`src/design/plr_pkg.sv`:
```
// Package: payload structs and configuration register codes of the polyline resampler.
`timescale 1ns / 1ps

package plr_pkg;

    localparam int CFG_IDX_W  = 2;
    localparam int CFG_DATA_W = 32;

    localparam logic [CFG_IDX_W-1:0] CFG_STEP          = 2'd0;
    localparam logic [CFG_IDX_W-1:0] CFG_END_TOLERANCE = 2'd1;

    typedef struct packed {
        logic signed [31:0] point_x;
        logic signed [31:0] point_y;
        logic               starts_path;
    } t_in;

    typedef struct packed {
        logic signed [31:0] out_x;
        logic signed [31:0] out_y;
        logic               is_original;
        logic               truncated;
        logic               last;
    } t_out;

endpackage

```
`src/design/plr_divider.sv`:
```
// Iterative 64/32 restoring divider, one quotient bit per cycle (quotient fits 32 bits).
`timescale 1ns / 1ps

module plr_divider (
    input  logic        i_clk,
    input  logic        i_rst_n,
    input  logic        i_start,
    input  logic [63:0] i_dividend,
    input  logic [31:0] i_divisor,
    output logic        o_done,
    output logic [31:0] o_quot
);

    logic        r_busy;
    logic        r_done;
    logic [4:0]  r_cnt;
    logic [31:0] r_rem;
    logic [31:0] r_quo;
    logic [31:0] r_div;
    logic [32:0] w_sh;
    logic [32:0] w_diff;
    logic        w_ge;

    assign w_sh   = {r_rem, r_quo[31]};
    assign w_ge   = (w_sh >= {1'b0, r_div});
    assign w_diff = w_sh - {1'b0, r_div};

    always_ff @(posedge i_clk) begin
        if (!i_rst_n) begin
            r_busy <= 1'b0;
            r_done <= 1'b0;
            r_cnt  <= '0;
        end else begin
            r_done <= 1'b0;
            if (i_start) begin
                r_busy <= 1'b1;
                r_cnt  <= '0;
            end else if (r_busy) begin
                r_cnt <= r_cnt + 5'd1;
                if (r_cnt == 5'd31) begin
                    r_busy <= 1'b0;
                    r_done <= 1'b1;
                end
            end
        end
    end

    always_ff @(posedge i_clk) begin
        if (i_start) begin
            r_rem <= i_dividend[63:32];
            r_quo <= i_dividend[31:0];
            r_div <= i_divisor;
        end else if (r_busy) begin
            r_rem <= w_ge ? w_diff[31:0] : w_sh[31:0];
            r_quo <= {r_quo[30:0], w_ge};
        end
    end

    assign o_done = r_done;
    assign o_quot = r_quo;

endmodule

```
`src/design/polyline_linear_resampler_core.sv`:
```
// Top level: sequencer, configuration registers and output register of the polyline resampler.
`timescale 1ns / 1ps

// Each input point yields the generated points x = prev_x + k*step that lie
// short of the new x (minus the end tolerance, at most MAX_NEW of them), then the
// point itself with last set. Each generated point waits on the serial
// 32-step divider that scales dy, and o_in_stall stays high until the
// original point is loaded into the output register. Output stalls hold
// the sequencer in S_EMIT and S_ORIG.

module polyline_linear_resampler_core #(
    parameter int MAX_NEW   = 63,
    parameter int FRAC_BITS = 16
) (
    input  logic                                i_clk,
    input  logic                                i_rst_n,
    input  logic                                i_in_valid,
    output logic                                o_in_stall,
    input  plr_pkg::t_in                        i_in,
    output logic                                o_out_valid,
    input  logic                                i_out_stall,
    output plr_pkg::t_out                       o_out,
    input  logic                                i_cfg_valid,
    output logic                                o_cfg_ready,
    input  logic [plr_pkg::CFG_IDX_W-1:0]       i_cfg_index,
    input  logic [plr_pkg::CFG_DATA_W-1:0]      i_cfg_data
);

    import plr_pkg::*;

    localparam int KW = $clog2(MAX_NEW + 2);
    localparam int LW = 31 + KW;

    typedef enum logic [8:0] {
        S_IDLE  = 9'b000000001,
        S_PREP  = 9'b000000010,
        S_LIMIT = 9'b000000100,
        S_TRUNC = 9'b000001000,
        S_NEXT  = 9'b000010000,
        S_MUL   = 9'b000100000,
        S_DIV   = 9'b001000000,
        S_EMIT  = 9'b010000000,
        S_ORIG  = 9'b100000000
    } t_state;

    t_state r_state, n_state;

    logic [30:0]        r_step;
    logic [15:0]        r_tol;
    logic [31:0]        r_prev_x;
    logic [31:0]        r_prev_y;
    logic               r_have_prev;
    t_in                r_in;
    logic [31:0]        r_d;
    logic [32:0]        r_dy;
    logic               r_gen;
    logic [31:0]        r_e;
    logic [31:0]        r_ady;
    logic               r_neg;
    logic [LW-1:0]      r_lim;
    logic               r_trunc;
    logic [32:0]        r_t;
    logic [KW-1:0]      r_k;
    logic [63:0]        r_prod;
    logic               r_div_go;
    logic               r_out_valid;
    t_out               r_out;

    logic [30:0]        w_step;
    logic               w_out_free;
    logic               w_div_done;
    logic [31:0]        w_quot;
    logic               w_more;

    assign w_step     = (r_step == 31'd0) ? 31'd1 : r_step;
    assign w_out_free = !r_out_valid || !i_out_stall;
    assign w_more     = r_gen && (r_k <= KW'(MAX_NEW)) && (r_t <= {1'b0, r_e});

    plr_divider u_div (
        .i_clk      (i_clk),
        .i_rst_n    (i_rst_n),
        .i_start    (r_div_go),
        .i_dividend (r_prod),
        .i_divisor  (r_d[31:0]),
        .o_done     (w_div_done),
        .o_quot     (w_quot)
    );

    always_comb begin
        n_state = r_state;
        case (r_state)
            S_IDLE:  if (i_in_valid) n_state = S_PREP;
            S_PREP:  n_state = S_LIMIT;
            S_LIMIT: n_state = S_TRUNC;
            S_TRUNC: n_state = S_NEXT;
            S_NEXT:  n_state = w_more ? S_MUL : S_ORIG;
            S_MUL:   n_state = S_DIV;
            S_DIV:   if (w_div_done) n_state = S_EMIT;
            S_EMIT:  if (w_out_free) n_state = S_NEXT;
            S_ORIG:  if (w_out_free) n_state = S_IDLE;
            default: n_state = S_IDLE;
        endcase
    end

    always_ff @(posedge i_clk) begin
        if (!i_rst_n) begin
            r_state     <= S_IDLE;
            r_step      <= 31'(64'd1 << FRAC_BITS);
            r_tol       <= '0;
            r_prev_x    <= '0;
            r_prev_y    <= '0;
            r_have_prev <= 1'b0;
            r_div_go    <= 1'b0;
            r_out_valid <= 1'b0;
        end else begin
            r_state  <= n_state;
            r_div_go <= (r_state == S_MUL);
            if (i_cfg_valid) begin
                case (i_cfg_index)
                    CFG_STEP:          r_step <= i_cfg_data[30:0];
                    CFG_END_TOLERANCE: r_tol  <= i_cfg_data[15:0];
                    default: ;
                endcase
            end
            if ((r_state == S_EMIT || r_state == S_ORIG) && w_out_free) begin
                r_out_valid <= 1'b1;
            end else if (!i_out_stall) begin
                r_out_valid <= 1'b0;
            end
            if (r_state == S_ORIG && w_out_free) begin
                r_prev_x    <= r_in.point_x;
                r_prev_y    <= r_in.point_y;
                r_have_prev <= 1'b1;
            end
        end
    end

    always_ff @(posedge i_clk) begin
        case (r_state)
            S_IDLE: begin
                r_in <= i_in;
            end
            S_PREP: begin
                r_d   <= r_in.point_x - r_prev_x;
                r_dy  <= {r_in.point_y[31], r_in.point_y} - {r_prev_y[31], r_prev_y};
                r_gen <= !r_in.starts_path && r_have_prev &&
                         ($signed(r_in.point_x) > $signed(r_prev_x));
            end
            S_LIMIT: begin
                if (r_tol == 16'd0) begin
                    r_e <= r_d[31:0] - 32'd1;
                end else if (r_d[31:0] > {16'd0, r_tol}) begin
                    r_e <= r_d[31:0] - {16'd0, r_tol};
                end else begin
                    r_e <= '0;
                end
                r_neg <= r_dy[32];
                r_ady <= r_dy[32] ? 32'(-r_dy) : r_dy[31:0];
                r_lim <= LW'(w_step) * LW'(MAX_NEW + 1);
            end
            S_TRUNC: begin
                r_trunc <= r_gen && ({(LW-32)'(0), r_e} >= r_lim);
                r_t     <= {2'b00, w_step};
                r_k     <= KW'(1);
            end
            S_MUL: begin
                r_prod <= 64'(r_ady) * 64'(r_t[31:0]);
            end
            S_EMIT: begin
                if (w_out_free) begin
                    r_out.out_x       <= r_prev_x + r_t[31:0];
                    r_out.out_y       <= r_neg ? r_prev_y - w_quot : r_prev_y + w_quot;
                    r_out.is_original <= 1'b0;
                    r_out.truncated   <= r_trunc;
                    r_out.last        <= 1'b0;
                    r_t               <= r_t + {2'b00, w_step};
                    r_k               <= r_k + KW'(1);
                end
            end
            S_ORIG: begin
                if (w_out_free) begin
                    r_out.out_x       <= r_in.point_x;
                    r_out.out_y       <= r_in.point_y;
                    r_out.is_original <= 1'b1;
                    r_out.truncated   <= r_trunc;
                    r_out.last        <= 1'b1;
                end
            end
            default: ;
        endcase
    end

    assign o_in_stall  = (r_state != S_IDLE);
    assign o_out_valid = r_out_valid;
    assign o_out       = r_out;
    assign o_cfg_ready = 1'b1;

endmodule

```
`config.mk`:
```
export PLATFORM = sky130hd
export DESIGN_NAME = polyline_linear_resampler_core
export DESIGN_NICKNAME = d
export VERILOG_FILES = /design/src/design/plr_pkg.sv /design/src/design/plr_divider.sv /design/src/design/polyline_linear_resampler_core.sv
export SDC_FILE = /design/constraint.sdc
export NUM_CORES = 2
export LEC_CHECK = 0
export BUFFER_PORTS_ARGS = -buffer_cell sky130_fd_sc_hd__buf_2
export CORE_MARGIN = 3
export CORE_UTILIZATION = 47
export CTS_CLUSTER_SIZE = 28
export DETAILED_ROUTE_END_ITERATION = 10
export GPL_TIMING_DRIVEN = 0
export PLACE_DENSITY = 0.65
export SLEW_MARGIN = 20
export SYNTH_ARGS = -nofsm -noshare
export SYNTH_HDL_FRONTEND = slang
export SYNTH_HIERARCHICAL = 1
export SYNTH_SLANG_ARGS = --single-unit
```
`constraint.sdc`:
```
create_clock -name i_clk -period 19.5 [get_ports i_clk]
set_input_delay 0.975 -clock i_clk [delete_from_list [all_inputs] [get_ports i_clk]]
set_output_delay 0.975 -clock i_clk [all_outputs]
set_load 0.01 [all_outputs]
```
* Word level (Yosys, flattened, before mapping)
Index checks and enable logic that the tools add are counted.
** Cells by class
- Reductions and logical operators :: 25
- Muxes and demuxes :: 29
- Order comparisons :: 6
- Bitwise gates (word level) :: 2
- $add $sub $neg :: 12
- Eq/ne operators :: 17
- Multiply operators :: 1
** Operator list (count)
- 2-to-1 mux 32 bit :: 9
- 2-to-1 mux 67 bit :: 2
- one-hot mux 67 bit (2 select lines) :: 1
- subtractor 32 bit :: 3
- one-hot mux 9 bit (9 select lines) :: 1
- one-hot mux 33 bit (2 select lines) :: 1
- adder 32 bit :: 2
- multiplier 32 x 32 -> 64 bit :: 1
- 2-to-1 mux 9 bit :: 5
- greater-or-equal comparator 32 x 37 -> 1 bit :: 1
- adder 33 x 31 -> 33 bit :: 1
- greater-or-equal comparator 33 x 32 -> 1 bit :: 1
- less-or-equal comparator 33 x 32 -> 1 bit :: 1
- 2-to-1 mux 33 bit :: 1
- subtractor 32 x 32 -> 33 bit :: 1
- greater-than comparator 32 x 16 -> 1 bit :: 1
- greater-than comparator 32 bit :: 1
- negation 32 bit :: 1
- subtractor 32 x 1 -> 32 bit (second input constant) :: 1
- subtractor 32 x 16 -> 32 bit :: 1
- logical NOT 31 bit :: 1
- 2-to-1 mux 31 bit :: 1
- logical NOT 16 bit :: 1
- one-hot mux 7 bit (2 select lines) :: 1
- other kinds (30) :: 52
** Storage, ports and cells
- Register bits after elaboration :: 625
- Bits of input ports :: 104
- Output and inout bits :: 70
- Logic and storage cells :: 125

* Depth between registers and ports, before layout
- Depth after elaboration :: 5
- Gate-level depth with buffers :: 29

* Modules after synthesis
Netlist, hierarchy kept.
** Modules (own cells, without submodules)
- polyline_linear_resampler_core :: area an instance 63435.8 um^2, cells each 6726, instances 1
- plr_divider :: area an instance 5999.5 um^2, cells each 546, instances 1

* Worst setup path after synthesis
No wires, ideal clock.
- Path kind :: reg-to-reg
- Start point :: register r_state[4]
- End point :: register r_state[0]
- Slack :: 10.747 ns
- Cell stages (with the launch flop) :: 7
- Arrival time :: 8.633 ns
- Cells stage by stage :: dfxtp_1 nor3_1 and2_1 nand2_1 nor3b_1 nor3_1 a41o_1
** On the way
- Longest elaborated chain between the ends :: 3
- Elaborated cells between the ends (all ways) :: 15
- Classes of those cells :: eq/ne (13); mux (1); reduce/logical (1)
** Ends and longest elaborated chain
- start, declared :: RTL line polyline_linear_resampler_core.sv:46 : t_state r_state, n_state;
- start signal, assigned :: RTL line polyline_linear_resampler_core.sv:116 : r_state <= n_state;
- equality test 9 x 7 -> 1 bit, or another cell as far along :: RTL line polyline_linear_resampler_core.sv:91 : case (r_state)
- inequality test 2 x 1 -> 1 bit (no source line) / inequality test 2 bit (equally long branches)
- AND reduction 4 bit (no source line)
Parallel ways exist; a longest one is shown, timed or not.
A chain may end at the register's enable or synchronous reset.

* Worst setup path after layout
- Start point :: register r_t[16]
- End point :: register r_prod[62], data pin
** On the way
- Longest elaborated chain between the ends :: 1
** Ends and longest elaborated chain
- start, declared :: RTL line polyline_linear_resampler_core.sv:62 : logic [32:0] r_t;
- start signal, assigned :: RTL line polyline_linear_resampler_core.sv:163 : r_t <= {2'b00, w_step};
- start signal, assigned :: RTL line polyline_linear_resampler_core.sv:176 : r_t <= r_t + {2'b00, w_step};
- multiplier 32 x 32 -> 64 bit :: RTL line polyline_linear_resampler_core.sv:167 : r_prod <= 64'(r_ady) * 64'(r_t[31:0]);
- end signal, assigned :: RTL line polyline_linear_resampler_core.sv:167
- end, declared :: RTL line polyline_linear_resampler_core.sv:64 : logic [63:0] r_prod;
No other way between the ends.

==> run_results.csv <==
group,metric,value,unit
setup_path,worst_ep_required_time,19.90,ns
synth,postSynthCellCount,7272,
synth,synthesis.area,69400,µm²
synth,syn-num-nets,8811,
synth,synth_flop_cell,"sky130_fd_sc_hd__edfxtp_1",
timing,slew_at_the_pin_closest_to_its_max_slew_limit,1.26,ns
clock_network,cts_setup_buffers,0,
timing,final_period_minus_worst_setup_slack,10.20,ns
layout,post_route_cells_drive_above_1_share,0.0591,
synth,leading_cell_types_by_total_area_after_synthesis,"sky130_fd_sc_hd__fa_1 (26%), sky130_fd_sc_hd__edfxtp_1 (21%), sky130_fd_sc_hd__ha_1 (9.6%), sky130_fd_sc_hd__inv_1 (6.1%), sky130_fd_sc_hd__and2_1 (5.5%)",
synth,netlist-cell-type-count,98,
pwr,p_leak,0.0330,µW
setup_path,critPathKind,"reg2reg",
synth,synth-edff-count,494,
layout,postLayoutCoreUtil,0.517,
global_routing,grt_antenna_before_repair,32,
placed_design,io_buffer_count,171,
clock_network,cts_repair_resize_count,0,
timing,finalCritPeriodShare,0.523,
setup_path,crit_path_top_delay_cell,"sky130_fd_sc_hd__edfxtp_1",
drt,drt-initial-drc-count,5107,
timing,worst_slew_margin_rel,0.159,
timing,fin_setup_tns,0,ns
drt,detailroute.via_count,55048,
pwr,vdd.ir_drop.worst,101,µV
pwr,power_frac_clock,0.310,
clock_network,cts_hold_buf,0,
job,max_cap_violations,0,
floorplan,die_area,152000,µm²
pwr,total_switching_power,1600,µW
layout,areaGrowthSynthToFinish,8.87,%
timing,setup_violations,0,
setup_path,timing.critical_path.slowest_cell_delay,1.06,ns
pwr,seq_pwr_share,0.354,
clock_network,cts_buffers,73,
synth,synth_top_area_cell,"sky130_fd_sc_hd__fa_1",
setup_path,timing.critical_path.to_type,"flop",
placed_design,dpl_cell_area,73200,µm²
clock_network,root_buffer_selected_by_cts,"sky130_fd_sc_hd__clkbuf_16",
layout,design_area,75600,µm²
drt,first_pass_iters,6,
placed_design,placed_wire_length_estimate_after_detailed_placement,205,mm
clock_network,worstSkewPairLatency,0.69,ns
timing,slew_violations,0,
setup_path,critical-path-top-delay-family,"adder cells",
floorplan,io_pins,174,
clock_network,cts_buffer_depth,3,
timing,fmax,98.0,MHz
global_routing,grt_first_pass_wirelength,366,mm
placed_design,pre_cts_ws,9.60,ns
global_routing,grt_use_total,0.329,
global_routing,grt_pass1_vias,55389,
global_routing,grt_start_max_net_pins,58,
timing,setup_ws,9.30,ns
placed_design,gp_congestion,1.04,
setup_path,timing.critical_path.arrival,10.60,ns
layout,multiInputGateArea,46500,µm²
synth,postSynth.asyncResetShare,0,
global_routing,grt.overflow.total,0,
drt,ant_nets,0,
pwr,cell_internal_pwr,2840,µW
setup_path,worst-path-max-fanout,11,
placed_design,placedCellCount,9397,
layout,finish.cell_count_without_fillers,9552,
floorplan,initial_utilization,0.475,
synth,synth.yosys.seq_area_share,0.251,
pwr,netSwitchingFraction,0.360,
drt,wl,250,mm
clock_network,clkTransAtPathRegs,0.06,ns
floorplan,rows,140,
pwr,comb_power_share,0.336,
setup_path,critPathBufInv,7,
pwr,power_dens_cells,58.8,nW/µm²
clock_network,ctsHtreeMaxLevel,3,
setup_path,crit_top_cell,"sky130_fd_sc_hd__fa_1",
floorplan,floorplan.die.width,390,µm
clock_network,cts_tree,"yes",
status,outcome,"finished, final reports clean",
layout,final-seq-area,17400,µm²
setup_path,worst_setup_path_start_kind,"flop",
layout,most-common-layout-cells,"sky130_fd_sc_hd__inv_1 (1120), sky130_fd_sc_hd__nand2_1 (946), sky130_fd_sc_hd__fa_1 (903)",
layout,fillCellCount,13546,
drt,viasPerCell,5.76,
timing,rsz0062_at_grt,"false",
clock_network,tritoncts_num_sinks,624,
layout,finish.net_count,9094,
drt,wl_per_cell,26.2,µm
timing,hold_viol_final,0,
drt,drt_drc_violations_left,0,
floorplan,dieHeight,390,µm
synth,ys_ff_latch,624,
synth,postSynthAreaPerCell,9.55,µm²
floorplan,design.core.area,146000,µm²
synth,synthDominantCellAreaShare,0.260,
hold_path,hold_crit_class,"in2reg",
synth,synth.yosys.warnings,6,
layout,mostFrequentLayoutCell,"sky130_fd_sc_hd__inv_1",
timing,timing.clock.skew,0.0529,ns
==> routing by layer <==
metal	track usage	share of wire	up-vias
met3	0.0743	0.094	613
met1	0.435	0.40	27511
met2	0.500	0.43	2681
li1	-	-	24235
met4	0.190	0.067	8
met5	0	0.00018	-
==> final timing paths <==
| check | slack, ns | startpoint | end | cells past startpoint |
|---|---|---|---|---|
| setup reg to reg | 9.30 | r_t[16] | r_prod[62] | 26 |
| hold reg to reg | 0.49 | r_tol[9] | r_tol[9] | 2 |
| hold / removal | 0.46 | i_in[62] | r_in[62] | 1 |
| setup / recovery | 9.30 | r_t[16] | r_prod[62] | 26 |
==> area by class of cell <==
class	instances	share of cell area
inverters	1121	0.0557
clock inverters	38	0.00561
plain buffers	344	0.0181
flip-flops and latches	624	0.231
multi-input cells	5183	0.615
clock buffers	96	0.0259
repair buffers	208	0.0166
diodes	21	0.000695
well taps	1917	0.0317
==> registers in the layout, indices dropped and copies added (netlist names), 33 cells and up <==
register	count
r_dy	33
r_in	65
r_t	33
o_out	66
r_prod	64
==> metrics by stage <==
| step | total power, µW | hold slack, ns |
|---|---|---|
| 4_1_cts | 4440 | 0.416 |
| 2_1_floorplan | 2570 | 0.400 |
| 3_3_place_gp | 3040 | 0.439 |
| 3_5_place_dp | 3050 | 0.478 |
| 6_report | 4440 | 0.458 |
| 5_1_grt | 4660 | 0.428 |
==> logic make-up after synthesis <==
family	synth area share
muxes	0.00665
DFF	0.251
and+or+nand+nor	0.156
xor gates and xnor gates	0.0389
adders and majority gates	0.356
other	0.0000540
AOI/OAI and AO/OA	0.111
buffers and inverters	0.0801
==> Yosys cell counts, drive strengths merged (20+ instances only) <==
master and n:
inv 1121, nand2 947, fa 903, and2 609, ha 532, edfxtp 494, clkbuf 324, a21oi 308
nor2 268, o21ai 247, xnor2 208, dfxtp 130, a21boi 124, a21o 114, xor2 100, o21a 60
nor3 58, a31oi 51, nand3 49, nand4 49, o21bai 42, nand2b 41, nor2b 37, nor4 34
mux2 33, a211oi 31, o31ai 29, and3 25, o22ai 23, o211ai 21, or3 21, buf 20
==> power by group through the flow <==
stage	Sequential, µW	Combinational, µW	Clock (µW)
floorplan	1580	989	0
global placement	1610	1440	0
detailed placement	1600	1450	0
CTS	1570	1470	1400
global route	1580	1620	1460
finish	1570	1490	1380
No activity file was read; power rests on OpenSTA's default activity.
